**src/hdl/fpa_pkg.sv**
```systemverilog
package fpa_pkg;

  localparam int WORD_BITS = 32;

  typedef enum logic [3:0] {
    OP_ADD = 4'd0,
    OP_SUB = 4'd1,
    OP_MUL = 4'd2,
    OP_DIV = 4'd3,
    OP_LT  = 4'd4,
    OP_GT  = 4'd5,
    OP_LE  = 4'd6,
    OP_GE  = 4'd7,
    OP_EQ  = 4'd8,
    OP_NE  = 4'd9,
    OP_MIN = 4'd10,
    OP_MAX = 4'd11
  } op_t;

  typedef enum logic [1:0] {
    ST_OK       = 2'd0,
    ST_OVERFLOW = 2'd1,
    ST_DIVZERO  = 2'd2
  } status_t;

  // Sideband that travels alongside the divider.
  typedef struct packed {
    logic [3:0]           op;
    logic                 neg;
    logic [WORD_BITS-1:0] res;
    logic                 cmp;
    logic [1:0]           status;
    logic [63:0]          prod;
  } side_t;

endpackage

```
**src/hdl/fpa_front.sv**
```systemverilog
module fpa_front #(
  parameter int FRACTION_BITS = 8,
  parameter int NB = 41
) (
  input  logic                              clk,
  input  logic                              rst_n,
  input  logic                              in_vld,
  input  logic [3:0]                        in_op,
  input  logic [fpa_pkg::WORD_BITS-1:0]     in_a,
  input  logic [fpa_pkg::WORD_BITS-1:0]     in_b,
  output logic                              out_vld,
  output fpa_pkg::side_t                    out_side,
  output logic [NB-1:0]                     out_num,
  output logic [fpa_pkg::WORD_BITS-1:0]     out_den
);

  localparam int W = fpa_pkg::WORD_BITS;

  logic                v1_r;
  logic [3:0]          op1_r;
  logic signed [W-1:0] a1_r, b1_r;

  logic                v2_r;
  fpa_pkg::side_t      side2_r, side2_nxt;
  logic [W-1:0]        mag_a2_r, mag_b2_r, mag_a_nxt, mag_b_nxt;

  logic                v3_r;
  fpa_pkg::side_t      side3_r, side3_nxt;
  logic [NB-1:0]       num3_r;
  logic [W-1:0]        den3_r;

  logic [W:0]          sum, dif;
  logic                lt, eq;

  always_comb begin
    sum = {a1_r[W-1], a1_r} + {b1_r[W-1], b1_r};
    dif = {a1_r[W-1], a1_r} - {b1_r[W-1], b1_r};
    lt  = a1_r < b1_r;
    eq  = a1_r == b1_r;
    mag_a_nxt = a1_r[W-1] ? W'(-a1_r) : a1_r;
    mag_b_nxt = b1_r[W-1] ? W'(-b1_r) : b1_r;
    side2_nxt        = '0;
    side2_nxt.op     = op1_r;
    side2_nxt.neg    = a1_r[W-1] ^ b1_r[W-1];
    case (op1_r)
      fpa_pkg::OP_ADD: begin
        if (sum[W] != sum[W-1]) begin
          side2_nxt.res    = sum[W] ? {1'b1, {(W-1){1'b0}}} : {1'b0, {(W-1){1'b1}}};
          side2_nxt.status = fpa_pkg::ST_OVERFLOW;
        end else begin
          side2_nxt.res = sum[W-1:0];
        end
      end
      fpa_pkg::OP_SUB: begin
        if (dif[W] != dif[W-1]) begin
          side2_nxt.res    = dif[W] ? {1'b1, {(W-1){1'b0}}} : {1'b0, {(W-1){1'b1}}};
          side2_nxt.status = fpa_pkg::ST_OVERFLOW;
        end else begin
          side2_nxt.res = dif[W-1:0];
        end
      end
      fpa_pkg::OP_DIV: begin
        if (b1_r == '0) side2_nxt.status = fpa_pkg::ST_DIVZERO;
      end
      fpa_pkg::OP_LT:  side2_nxt.cmp = lt;
      fpa_pkg::OP_GT:  side2_nxt.cmp = !lt && !eq;
      fpa_pkg::OP_LE:  side2_nxt.cmp = lt || eq;
      fpa_pkg::OP_GE:  side2_nxt.cmp = !lt;
      fpa_pkg::OP_EQ:  side2_nxt.cmp = eq;
      fpa_pkg::OP_NE:  side2_nxt.cmp = !eq;
      fpa_pkg::OP_MIN: side2_nxt.res = lt ? a1_r : b1_r;
      fpa_pkg::OP_MAX: side2_nxt.res = (!lt && !eq) ? a1_r : b1_r;
      default: ;
    endcase
  end

  always_comb begin
    side3_nxt      = side2_r;
    side3_nxt.prod = 64'(mag_a2_r) * 64'(mag_b2_r);
  end

  always_ff @(posedge clk) begin
    if (!rst_n) begin
      v1_r <= 1'b0;
      v2_r <= 1'b0;
      v3_r <= 1'b0;
    end else begin
      v1_r <= in_vld;
      v2_r <= v1_r;
      v3_r <= v2_r;
    end
    op1_r    <= in_op;
    a1_r     <= in_a;
    b1_r     <= in_b;
    side2_r  <= side2_nxt;
    mag_a2_r <= mag_a_nxt;
    mag_b2_r <= mag_b_nxt;
    side3_r  <= side3_nxt;
    num3_r   <= NB'(mag_a2_r) << (FRACTION_BITS + 1);
    den3_r   <= mag_b2_r;
  end

  assign out_vld  = v3_r;
  assign out_side = side3_r;
  assign out_num  = num3_r;
  assign out_den  = den3_r;

endmodule

```
**config.mk**
```make
export PLATFORM = sky130hd
export DESIGN_NAME = fpa_front
export DESIGN_NICKNAME = d
export VERILOG_FILES = /design/src/hdl/fpa_pkg.sv /design/src/hdl/fpa_front.sv
export SDC_FILE = /design/constraint.sdc
export NUM_CORES = 2
export LEC_CHECK = 0
export BUFFER_PORTS_ARGS = -buffer_cell sky130_fd_sc_hd__buf_2
export CAP_MARGIN = 10
export CORE_MARGIN = 2
export CORE_UTILIZATION = 64
export DETAILED_ROUTE_END_ITERATION = 8
export MAX_ROUTING_LAYER = met4
export PLACE_DENSITY = 0.84
export SETUP_SLACK_MARGIN = 0.1
export SYNTH_ARGS = -nofsm -noshare
export SYNTH_HDL_FRONTEND = slang
export SYNTH_SLANG_ARGS = --single-unit
```
**constraint.sdc**
```tcl
create_clock -name clk -period 8.4 [get_ports clk]
set_input_delay 0.42 -clock clk [delete_from_list [all_inputs] [get_ports clk]]
set_output_delay 0.42 -clock clk [all_outputs]
set_load 0.01 [all_outputs]
```
# == Word level (Yosys, flattened, before mapping) ==
# Index checks and enable logic that the tools add are counted.
# classes
n_addsub,4
mul,1
magnitude_cmp,1
eq_ne,13
n_mux,14
bitwise,1
reduce_logical,6
# ops
operator,n
$mux 32,6
$pmux 32 s4,1
$mul 32x32->64,1
$neg 32->32,2
$mux 31,2
$add 32x32->33,1
$sub 32x32->33,1
$eq 32x32->1,1
$logic_not 32->1,1
$lt 32x32->1,1
$eq 4x3->1 const B,4
$eq 4x4->1 const B,4
$pmux 1 s6,1
$pmux 2 s3,1
$eq 4x1->1 const B,1
$eq 4x2->1 const B,1
$logic_not 4->1,1
$logic_not 1->1,2
$mux 1,2
$mux 2,1
$ne 1x1->1,2
$logic_and 1x1->1,1
$logic_or 1x1->1,1
$xor 1x1->1,1
# totals
reg_bits,343
input_bits,71
out_inout_bits,178
elab_cells,63

# == Logic depth before layout (Yosys ltp) ==
# logic_depth
depth_word,5
depth_mapped,28
depth_no_buf,26

# == Worst setup path before layout ==
# No wires, ideal clock.
# synth_timing
kind,register to register
from,reg mag_b2_r[10]
to,"reg side3_r, in the netlist out_side[57]"
setup_ps,119
arrival_ps,7161
required_ps,8281
slack_ps,1120
stages_incl_launch_ff,25
path_buffers,2
period_less_slack_ps,7280
cell_sequence,dfxtp_1 -> clkbuf_1 -> and2_1 -> fa_1 -> fa_1 -> inv_1 -> fa_1 -> fa_1 -> inv_1 -> fa_1 -> fa_1 -> fa_1 -> fa_1 -> ha_1 -> clkbuf_1 -> nand3_1 -> nor2_1 -> nand3_1 -> o21ai_0 -> nor3_1 -> or4_1 -> nand3_1 -> a21oi_1 -> or3_1 -> xnor2_1
# synth_rtl
item,line,text
"start, declared",fpa_front.sv:25,"logic [W-1:0] mag_a2_r, mag_b2_r, mag_a_nxt, mag_b_nxt;"
"start signal, assigned",fpa_front.sv:97,mag_b2_r <= mag_b_nxt;
"end signal, assigned",fpa_front.sv:98,side3_r <= side3_nxt;
"end, declared",fpa_front.sv:28,"fpa_pkg::side_t side3_r, side3_nxt;"

==> summary.md <==
| Metric | Value |
|---|---|
| Commonest non-fill, non-tap cell in the layout | inv_1 |
| Die area | 74400 um2 |
| Setup TNS | 0 ns |
| Synth-to-layout area growth | 10.6% |
| CP required | 8.95 ns |
| Hold WC Path Type | in2reg |
| # fillers | 5135 |
| Die Y | 273 um |
| Post-synth top flop | dfxtp_1 |
| Max-capacitance violation count | 0 |
| Critical Path AT | just under 9 ns |
| CP most frequent cell | fa_1 |
| Post-route ant nets | 0 |
| Hold depth | 2 |
| Routability cong. | 1.03 |
| DR WL/cell | around 22 um |
| Chip width | between 200 and 300 um |
| Synth area leader | fa_1 |
| Post-synth EDFFs | 0 |
| Status | finished, final reports clean |
| Vias in the first global route | 38900 |
| Slew Viols, Final | 0 |
| Detailed-route vias per instance | 5.90 |
| Initial antenna violation count | 6 |
| Actual slew at the worst max-slew pin | 1.06 ns |
| Netlist cell types | 84 |
| Post-synth ARST share | 0 |
| Global-route wire length before repair | approximately 210000 um |
| Top Layer Used | met4 |
| Routed WL | 138000 um |
| Commonest non-fill, non-tap cells in the layout | 937 x inv_1, 897 x fa_1, 622 x and2_1 |
| Final Hold Fails | 0 |
| Ranking of synthesized cells by area | fa_1 39%, dfxtp_1 15%, ha_1 8.9% |
| Starting density of the core | 0.647 |
| Clock skew | 0.0347 ns |
| Stages on the worst setup path | 25 |
| CTS tree | built |
| Crit end category | register |
| Worst Reg-to-Reg Cells | 25 |
| Period utilization | 0.974 |
| Clock sink total | 343 |
| Number of buffers created by CTS | 39 |
| Drt first-iter violations | 3564 |
| Met2 wire len | 65200 um |
| H-Tree Depth | 2 |
| Worst-path clk slew | approximately 0.060 ns |
| Fin nets | 6516 |
| Critical path's slowest cell | dfxtp_1 |
| Clock Latency Late Sink | 0.62 ns |
| Final setup vio count | 0 |
| Number of I/O port buffers | 239 |
| Setup WS pre-CTS | 0.219 ns |
| Residual DRC | 0 |
| Met1 WL | 48600 um |
| Post-synth top area share | 0.389 |
| Crit path kind | reg2reg |
| Largest net degree at the start of global routing | 46 |
| Max-slew headroom | 0.295 |
| Synthesized flop and latch total | 343 |
| IO Pins | 249 |
| Highest fanout seen on the critical path | 15 |
| Yosys warning count | 0 |
| Mean Syn Cell Area | 9.34 um2 |
| Layout cell share with drive strength beyond 1 | 0.102 |
| GR Util All Layers | 0.391 |
| Setup slack after layout | ~0.22 ns |
| TritonRoute pass-1 iters | 6 |
| Minimum clock period | 8.18 ns |
| Gr ovfl total | 0 |
| Clk root buf | clkbuf_16 |
| Core area | about 71000 um2 |
| Max stage delay on crit path | 0.64 ns |
| Fmax | around 120 MHz |
| CP bufs+invs | 6 |
| Synthesized area | roughly 46000 um2 |
| HPWL after DPL | approximately 110000 um |
| Sequential-to-total area share from yosys stat | 0.149 |
| Crit path max-delay family | adder cells |
| Synthesized instance count | 4951 |
| Vias | 36600 |
| RSZ-0062 raised after global routing | yes |
| Clk buf depth | 3 |
| Routed wl met3 | 13400 um |
| Startpoint Class | register |
| Cell Rows | 98 |
==> what timing repair did <==
action | 4_1_cts | 5_1_grt
setup buffers | 0 | 0
gates resized for setup | 0 | 12
hold buffers | 68 | 0
setup endpoints to repair | 0 | 9
hold endpoints to repair | 68 | 0
==> worst register-to-register path, delay by kind of cell (launching register included) <==
family | cells | cell delay, ns
fa+ha+maj | 9 | 4.22
simple gates | 6 | 1.85
buf+inv | 6 | 0.74
flops | 1 | 0.64
compound gates | 3 | 0.55
xor+xnor | 1 | 0.13
==> path summary, 6_finish.rpt <==
kind / startpoint / end / slack, ns
setup / recovery: mag_b2_r[10] / out_side[60] / 0.22
hold reg to reg: side2_r[85] / out_side[85] / 0.32
hold / removal: in_vld / v1_r / 0.01
setup reg to reg: mag_b2_r[10] / out_side[60] / 0.22
==> cell type report <==
cell class	instances	area (um2)	area share
timing repair buffer	489	3330	0.0652
antenna	1	2.50	0.0000490
sequential	343	6880	0.135
tap	950	1190	0.0233
multi-input combinational	3404	34800	0.681
clock buffer	48	1020	0.0200
inverter	940	3530	0.0690
clock inverter	23	337	0.00658
==> cell families after synthesis <==
family                   count (synthesis)  share of synthesized area
AND/OR/NAND/NOR                       1442                      0.162
adder cells (fa/ha/maj)               1228                      0.478
buffers and inverters                 1212                     0.0995
AO/OA/AOI/OAI                          548                     0.0780
flip-flops                             343                      0.149
XOR/XNOR                               175                     0.0335
multiplexers                             2                   0.000514
other                                    1                  0.0000811
==> flip-flops by register name, summed over array words and instances, names as in the netlist <==
signal    count
out_side    104
out_den      32
mag_a2_r     32
a1_r         32
side2_r      40
b1_r         32
v2_r          1
mag_b2_r     32
out_vld       1
op1_r         4
out_num      32
v1_r          1
==> through the flow <==
stage / std cells / hold slack [ns] / util / area [um2]
6_report: 6198 / 0.0137 / 0.715 / 51100
5_1_grt: 6197 / 0.0420 / 0.715 / 51100
4_1_cts: 6197 / 0.00290 / 0.715 / 51100
3_5_place_dp: 6058 / 0.312 / 0.686 / 49000
3_3_place_gp: 6058 / 0.311 / 0.686 / 49000
2_1_floorplan: 4959 / 0.310 / - / 46300
==> Yosys cell counts (14+ instances only) <==
cell	count
inv_1	937
nor3_1	21
a211oi_1	18
and3_1	14
nand4_1	20
xnor2_1	155
nor2_1	120
and2_1	622
ha_1	330
o21ai_0	121
xor2_1	18
a21oi_1	156
fa_1	898
nor2b_1	15
o211ai_1	28
dfxtp_1	343
o31ai_1	29
o21bai_1	21
o21a_1	16
clkbuf_1	250
nand3_1	43
or3_1	17
nand2_1	504
nand2b_1	18
a21o_1	59
==> metal layers <==
metal  GRT usage  up-vias
li1            -    15600
met1       0.466    18200
met2       0.614     2120
met3      0.0721      654
met4       0.247        0
met5           -        -
Power is left out: the tool's default activity adds up to more than one toggle a clock period on the data nets, which glitch-free logic cannot reach.
