## src/hdl/fpa_pkg.sv

```systemverilog
package fpa_pkg;

  localparam int WORD_BITS = 32;

  typedef enum logic [3:0] {
    OP_ADD = 4'd0,
    OP_SUB = 4'd1,
    OP_MUL = 4'd2,
    OP_DIV = 4'd3,
    OP_LT  = 4'd4,
    OP_GT  = 4'd5,
    OP_LE  = 4'd6,
    OP_GE  = 4'd7,
    OP_EQ  = 4'd8,
    OP_NE  = 4'd9,
    OP_MIN = 4'd10,
    OP_MAX = 4'd11
  } op_t;

  typedef enum logic [1:0] {
    ST_OK       = 2'd0,
    ST_OVERFLOW = 2'd1,
    ST_DIVZERO  = 2'd2
  } status_t;

  // Sideband that travels alongside the divider.
  typedef struct packed {
    logic [3:0]           op;
    logic                 neg;
    logic [WORD_BITS-1:0] res;
    logic                 cmp;
    logic [1:0]           status;
    logic [63:0]          prod;
  } side_t;

endpackage

```

## src/hdl/fpa_post.sv

```systemverilog
module fpa_post #(
  parameter int FRACTION_BITS = 8,
  parameter int NB = 41
) (
  input  logic                          clk,
  input  logic                          rst_n,
  input  logic                          in_vld,
  input  fpa_pkg::side_t                in_side,
  input  logic [NB-1:0]                 in_quot,
  output logic                          out_vld,
  output logic [fpa_pkg::WORD_BITS-1:0] out_res,
  output logic                          out_cmp,
  output logic [1:0]                    out_status
);

  localparam int W = fpa_pkg::WORD_BITS;
  localparam logic [63:0] HALF = 64'd1 << (FRACTION_BITS - 1);

  logic           va_r, vb_r;
  fpa_pkg::side_t sa_r;
  logic [63:0]    mag_r, mag_nxt;
  logic           arith;
  logic           over;
  logic [W-1:0]   res_r, res_nxt;
  logic           cmp_r;
  logic [1:0]     st_r, st_nxt;

  always_comb begin
    if (in_side.op == fpa_pkg::OP_MUL) begin
      mag_nxt = (in_side.prod + HALF) >> FRACTION_BITS;
    end else begin
      mag_nxt = (64'(in_quot) + 64'd1) >> 1;
    end
  end

  always_comb begin
    arith = (sa_r.op == fpa_pkg::OP_MUL) ||
            (sa_r.op == fpa_pkg::OP_DIV && sa_r.status == fpa_pkg::ST_OK);
    over  = sa_r.neg ? (mag_r > (64'd1 << (W - 1)))
                     : (mag_r > ((64'd1 << (W - 1)) - 64'd1));
    res_nxt = sa_r.res;
    st_nxt  = sa_r.status;
    if (arith) begin
      if (over) begin
        res_nxt = sa_r.neg ? {1'b1, {(W-1){1'b0}}} : {1'b0, {(W-1){1'b1}}};
        st_nxt  = fpa_pkg::ST_OVERFLOW;
      end else begin
        res_nxt = sa_r.neg ? W'(-mag_r[W-1:0]) : mag_r[W-1:0];
      end
    end
  end

  always_ff @(posedge clk) begin
    if (!rst_n) begin
      va_r <= 1'b0;
      vb_r <= 1'b0;
    end else begin
      va_r <= in_vld;
      vb_r <= va_r;
    end
    sa_r  <= in_side;
    mag_r <= mag_nxt;
    res_r <= res_nxt;
    cmp_r <= sa_r.cmp;
    st_r  <= st_nxt;
  end

  assign out_vld    = vb_r;
  assign out_res    = res_r;
  assign out_cmp    = cmp_r;
  assign out_status = st_r;

endmodule

```

## config.mk

```make
export PLATFORM = sky130hd
export DESIGN_NAME = fpa_post
export DESIGN_NICKNAME = d
export VERILOG_FILES = /design/src/hdl/fpa_pkg.sv /design/src/hdl/fpa_post.sv
export SDC_FILE = /design/constraint.sdc
export NUM_CORES = 1
export LEC_CHECK = 0
export BUFFER_PORTS_ARGS = -buffer_cell sky130_fd_sc_hd__buf_2
export CAP_MARGIN = 20
export CELL_PAD_IN_SITES_DETAIL_PLACEMENT = 0
export CELL_PAD_IN_SITES_GLOBAL_PLACEMENT = 1
export CORE_UTILIZATION = 41
export CTS_CLUSTER_DIAMETER = 60
export DETAILED_ROUTE_END_ITERATION = 10
export PLACE_DENSITY = 0.95
export SLEW_MARGIN = 20
export SYNTH_ARGS = -nofsm -noshare
export SYNTH_HDL_FRONTEND = slang
export SYNTH_SLANG_ARGS = --single-unit
```

## constraint.sdc

```tcl
create_clock -name clk -period 3.9 [get_ports clk]
set_input_delay 0.39 -clock clk [delete_from_list [all_inputs] [get_ports clk]]
set_output_delay 0.39 -clock clk [all_outputs]
set_load 0.05 [all_outputs]
```

After elaboration in Yosys (flattened, before gate mapping)

Cells that the tools add are included.
Widths: inputs -> output; s select.

Add/subtract/negate cells: 3
$lt $le $gt $ge: 2
Equality and inequality tests: 3
Muxes and demuxes: 8
Reduce and logical (&&, ||, !) cells: 3

Operators with widths:

| operator              | number |
|---|---|
| $mux 32               | 4 |
| $add 64x8->64 const B | 1 |
| $gt 64x31->1 const B  | 1 |
| $gt 64x32->1 const B  | 1 |
| $mux 56               | 1 |
| $add 41x1->42 const B | 1 |
| $neg 32->32           | 1 |
| $eq 4x2->1 const B    | 3 |
| $mux 2                | 2 |
| $logic_not 2->1       | 1 |
| $logic_and 1x1->1     | 1 |
| $logic_or 1x1->1      | 1 |
| $mux 1                | 1 |

Register bits after elaboration: 141
Bits of input ports: 148
Logic and storage cells: 31

Depth between registers and ports, before layout

Depth in word-level cells: 4
Gate-level depth with buffers: 10

Worst setup path after synthesis

OpenSTA, ideal clock, no wires.

Path type: in2reg
From: input port in_side[26] in the netlist's numbering
To: register mag_r[53]
Arrival time: 2.368 ns
Setup slack: 1.462 ns
Stages: 8
Path buffers: 2
Path through: nand3_1 -> or2_0 -> buf_2 -> or4_4 -> or4_1 -> buf_2 -> or3_1 -> a21oi_1

Longest elaborated chain between the ends: 2

RTL lines:

| what                   | RTL line       | text |
|---|---|---|
| start: declaration     | fpa_post.sv:8  | `input fpa_pkg::side_t in_side,` |
| $add 64x8->64          | fpa_post.sv:30 | `mag_nxt = (in_side.prod + HALF) >> FRACTION_BITS;` |
| $mux 56                | fpa_post.sv:29 | `if (in_side.op == fpa_pkg::OP_MUL) begin` |
| end signal: assignment | fpa_post.sv:62 | `mag_r <= mag_nxt;` |
| end: declaration       | fpa_post.sv:21 | `logic [63:0] mag_r, mag_nxt;` |

Every way passes these cells.
A chain may end at the register's enable or synchronous reset.

Worst setup path after layout

From: register mag_r[4]
To: register res_r[16] (netlist: out_res[16])

Longest elaborated chain between the ends: 4
Elaborated cells between the ends (all ways): 7

RTL lines:

| what                                       | RTL line                       | text |
|---|---|---|
| $gt 64x31->1, or another cell as far along | fpa_post.sv:40                 | `: (mag_r > ((64'd1 << (W - 1)) - 64'd1));` |
| $mux 1 / $mux 32 (equally long branches)   | fpa_post.sv:39, fpa_post.sv:48 |  |
| $mux 32 (*)                                | fpa_post.sv:44                 | `if (over) begin` |
| $mux 32 (*)                                | fpa_post.sv:43                 | `if (arith) begin` |
| net res_nxt[16]                            | fpa_post.sv:24                 | `logic [W-1:0] res_r, res_nxt;` |
| end signal: assignment                     | fpa_post.sv:63                 | `res_r <= res_nxt;` |
| end: declaration                           | fpa_post.sv:24                 |  |

Mark *: on every way through the listed nets, which the timed path passes. The rest lies on a longest branch.

==> results.md <==
* Initial DRC Count at 298
* Leakage at 3.27 nW
* Total of cells resized after clock tree synthesis at 0
* Most area-hungry cell type in the Yosys netlist: sky130_fd_sc_hd__dfxtp_1
* DRC violations left at 13
* Part of the Yosys area used for sequential elements at 42.6%
* Hold Crit Depth at 1
* Die X-Extent at 125 um
* Fraction of the mapped netlist area in compound gates at 8.71%
* Combinational fraction of design power at 12.9%
* Cell Chain, Critical Path: nor4_2, and4_1, nand3_1, a21oi_1, buf_4, nor2_1, buf_4, a211oi_1
* Finish-stage setup viols at 0
* Violated checks: design-rule violations
* Max H-tree Level at 4
* Outcome: finished with violations
* Power per unit of standard cell area at 442 nW/um^2
* Cell area after layout at 7930 sq um
* Biggest area contributors in the synthesized netlist: sky130_fd_sc_hd__dfxtp_1, sky130_fd_sc_hd__xor2_1, sky130_fd_sc_hd__xnor2_1
* DRT antenna net count at 0
* Simple-gate area share of the yosys netlist at 25.5%
* Mean area per synthesized cell at 8.79 sq um
* TritonCTS buffer count at 17
* Number of core rows at 44
* Top post-synthesis cells by count: sky130_fd_sc_hd__dfxtp_1, sky130_fd_sc_hd__nor2_1, sky130_fd_sc_hd__xor2_1, sky130_fd_sc_hd__nand2_1, sky130_fd_sc_hd__xnor2_1
* CTS sink count at 133
* Source of the worst register-to-register timing path: mag_r[4]
* Die height at 125 um
* Pre-CTS setup slack at 1160 ps
* Worst path arrival time at 2890 ps
* Share of post-route cells with drive strength above 1 at 25.0%
* Adder and majority cell fraction of the synthesized area at 0.600%
* Post-synth EDFFs at 0
* RSZ-0062 raised after global routing: false
* Sequential group share of total power at 42.4%
* Total overflow reported by the global router at 0
* Highest clock frequency the design can meet at 388 MHz
* Worst clock skew on the final layout at 7.25 ps
* Syn. warnings at 0
* Average wire per cell in the routed design at 14.6 um
* Final Hold Violating Endpoints at 0
* Post-synthesis net count at 862
* Largest net degree at the start of global routing at 45
* Most common flop cell mapped by yosys: sky130_fd_sc_hd__dfxtp_1
* Starting density of the core at 42.5%
* Yosys reg bits at 133
* TritonCTS clock tree: done
* Area share of the leading cell type in the synthesized netlist at 42.6%
* Most used cell along the critical path: sky130_fd_sc_hd__buf_4
* DIE AREA at 15,700 sq um
* Core box area at 14,700 sq um
* Type of the setup path with the least slack: reg -> reg
* Number of violations of the max-capacitance limit at 0
* Vias/cell at 5.08
* Vias in the first global route at 5,237
* Startpoint type of the worst setup path: flip-flop
* Switching power summed over all nets at 863 uW
* Combinational family with the most area after synthesis: simple AND/OR/NAND/NOR gates
* Period Utilization, post-route at 66.0%
* Gate count of the mapped netlist at 711
* Buffers and inverters on the worst path at 2
* Wire length reported by the detailed router at 15.8 mm
* Min Tclk post-route at 2570 ps
* Peak per-stage delay on the critical path at 710 ps
* Portion of netlist area occupied by mux cells at 3.84%
* Relative max-transition margin at 28.8%
* Critical path endpoint category: flip-flop
* Maximum fanout along the worst path at 19
* Synthesized-area fraction occupied by xor and xnor cells at 16.5%
* Post-synth ARST share at 0%
* Final layout net count at 1,038
* Switching part of the total power at 24.6%
* Total negative setup slack at 0 ps
* Library cell contributing the largest single delay on the critical path: sky130_fd_sc_hd__nor4_2
* Synthesis-to-layout area growth at 26.9%
* Worst VDD drop at 0.335 mV
* Number of unique standard cell types used by synthesis at 44
* First-pass DRT Iterations at 11
* Cell type group with the largest total delay on the critical path: simple AND/OR/NAND/NOR gates
* Fill count at 1,413
* Clock insertion delay at the later pin of the skew report at 410 ps
* Post-CTS clock slew at the launch and capture registers of the worst setup and hold paths at 50 ps
* Worst hold path type: in -> reg
* Worst reg-to-reg setup slack at 1330 ps
* Detailed-route via count at 5,518
* Count of pins over their slew limit at 0
* Length in cells of the worst reg-to-reg path at 8
* First-pass GRT wire length at 25.6 mm
* Gr usage total at 20.8%
* Io pins at 184
* Cell-internal power at 2.64 mW
* Post-detailed-placement half-perimeter wirelength at 12.2 mm
* Area of the mapped netlist at 6250 sq um
* Clock network fraction of design power at 44.7%
* Least setup slack across all paths after layout at 1330 ps
* Fin util at 54.0%
* Transition time of the tightest slew-check pin at 1060 ps
* Hold worst-path end: sa_r[67]
* Count leader, synth: sky130_fd_sc_hd__dfxtp_1
* Terminus of the critical flop-to-flop path: out_res[16]
* Worst endpoint required time at 4220 ps
* Hold Path Origin: in_side[67]
* Antenna violations before repair at 4
* Cell area after placement at 7320 sq um
* Count of buffers added by post-CTS timing repair for setup at 0
* Quantity of I/O buffers inserted on ports at 176
* CTS root buffer: sky130_fd_sc_hd__clkbuf_16
* CTS max path bufs at 2
* Hold buffer count at cts at 0
* Routability cong. at 0.850
[per-layer routing]
metal	track usage [%]	up-vias	wire length [um]
met3	5.95	18	962
met4	8.11	2	191
li1	-	2873	-
met2	34.9	156	7490
met5	0	-	13
met1	24.9	2469	7150
[cells in the final DEF, fill, tap and decap left out, types with 3 or more instances in the layout]
cell type                   count
sky130_fd_sc_hd__buf_4          8
sky130_fd_sc_hd__clkbuf_1       3
sky130_fd_sc_hd__o21ai_0       18
sky130_fd_sc_hd__a211oi_1       3
sky130_fd_sc_hd__or4_1          5
sky130_fd_sc_hd__clkbuf_8       5
sky130_fd_sc_hd__nor4_2         3
sky130_fd_sc_hd__or2_2          3
sky130_fd_sc_hd__mux2i_1       24
sky130_fd_sc_hd__a21oi_1       24
sky130_fd_sc_hd__nor3_1        15
sky130_fd_sc_hd__o31ai_1        8
sky130_fd_sc_hd__nor4_1        17
sky130_fd_sc_hd__inv_1          9
sky130_fd_sc_hd__nand3_1       39
sky130_fd_sc_hd__and2_1        15
sky130_fd_sc_hd__and4_1        16
sky130_fd_sc_hd__dfxtp_1      133
sky130_fd_sc_hd__or3_1          6
sky130_fd_sc_hd__ha_1           3
sky130_fd_sc_hd__a31oi_1        9
sky130_fd_sc_hd__and3_1        15
sky130_fd_sc_hd__nand4_1       26
sky130_fd_sc_hd__xor2_1        71
sky130_fd_sc_hd__nor2_1        77
sky130_fd_sc_hd__o41ai_1        4
sky130_fd_sc_hd__clkbuf_16     17
sky130_fd_sc_hd__o22ai_1       17
sky130_fd_sc_hd__nand2_1       61
sky130_fd_sc_hd__xnor2_1       47
sky130_fd_sc_hd__buf_2        176
[through the flow]
| step | std cells | hold slack (ps) | total power, mW |
|---|---|---|---|
| after floorplan | 711 | 310 | 1.78 |
| after global placement | 1052 | 311 | 1.96 |
| after detailed placement | 1052 | 320 | 1.96 |
| after CTS | 1084 | 56.5 | 3.54 |
| after global routing | 1086 | 57.8 | 3.66 |
| final | 1086 | 80.1 | 3.50 |
[worst reg2reg max path: cells and delay by family, from the launching register on]
kind / cells / cell delay (ps)
AO/OA/AOI/OAI: 2 / 350
buffers and inverters: 2 / 440
flip-flops: 1 / 350
AND/OR/NAND/NOR: 4 / 1350
[final cells by class]
class / count / area (sq um) / share of cell area (%)
clock buffers: 25 / 505 / 6.37
multi-input cells: 542 / 3460 / 43.6
well taps: 184 / 230 / 2.90
repair buffers: 184 / 941 / 11.9
flip-flops and latches: 133 / 2660 / 33.6
clock inverters: 7 / 93.8 / 1.18
diodes: 2 / 5.00 / 0.0631
inverters: 9 / 33.8 / 0.426
[how the worst max path moves through the flow]
stage,start,to,slack [ps],cells after the start
2_1_floorplan,in_side[26],mag_r[53],1460,8
3_3_place_gp,in_side[36],mag_r[53],1180,7
3_5_place_dp,in_side[36],mag_r[53],1160,7
4_1_cts,mag_r[4],out_res[16],1310,8
5_1_grt,mag_r[4],out_res[12],1160,8
6_report,mag_r[4],out_res[16],1330,8
[sequential cells by signal, indices dropped and copies added, names as in the netlist]
name	count
mag_r	56
sa_r	40
out_cmp	1
va_r	1
out_status	2
out_res	32
out_vld	1
[cells by family (layout without fill, tap and decap cells)]
logic type / after synthesis / after routing
and+or+nand+nor: 307 / 307
DFF: 133 / 133
xor gates and xnor gates: 118 / 118
AOI/OAI and AO/OA: 90 / 90
buffers and inverters: 36 / 225
muxes: 24 / 24
adders and majority gates: 3 / 3
other: 0 / 2
[power by group through the flow]
stage / combinational, mW / sequential [mW] / clock (mW)
finish: 0.451 / 1.49 / 1.57
global route: 0.490 / 1.49 / 1.67
CTS: 0.451 / 1.49 / 1.60
detailed placement: 0.448 / 1.51 / 0
global placement: 0.444 / 1.51 / 0
floorplan: 0.177 / 1.61 / 0
No activity file was read; power rests on OpenSTA's default activity.
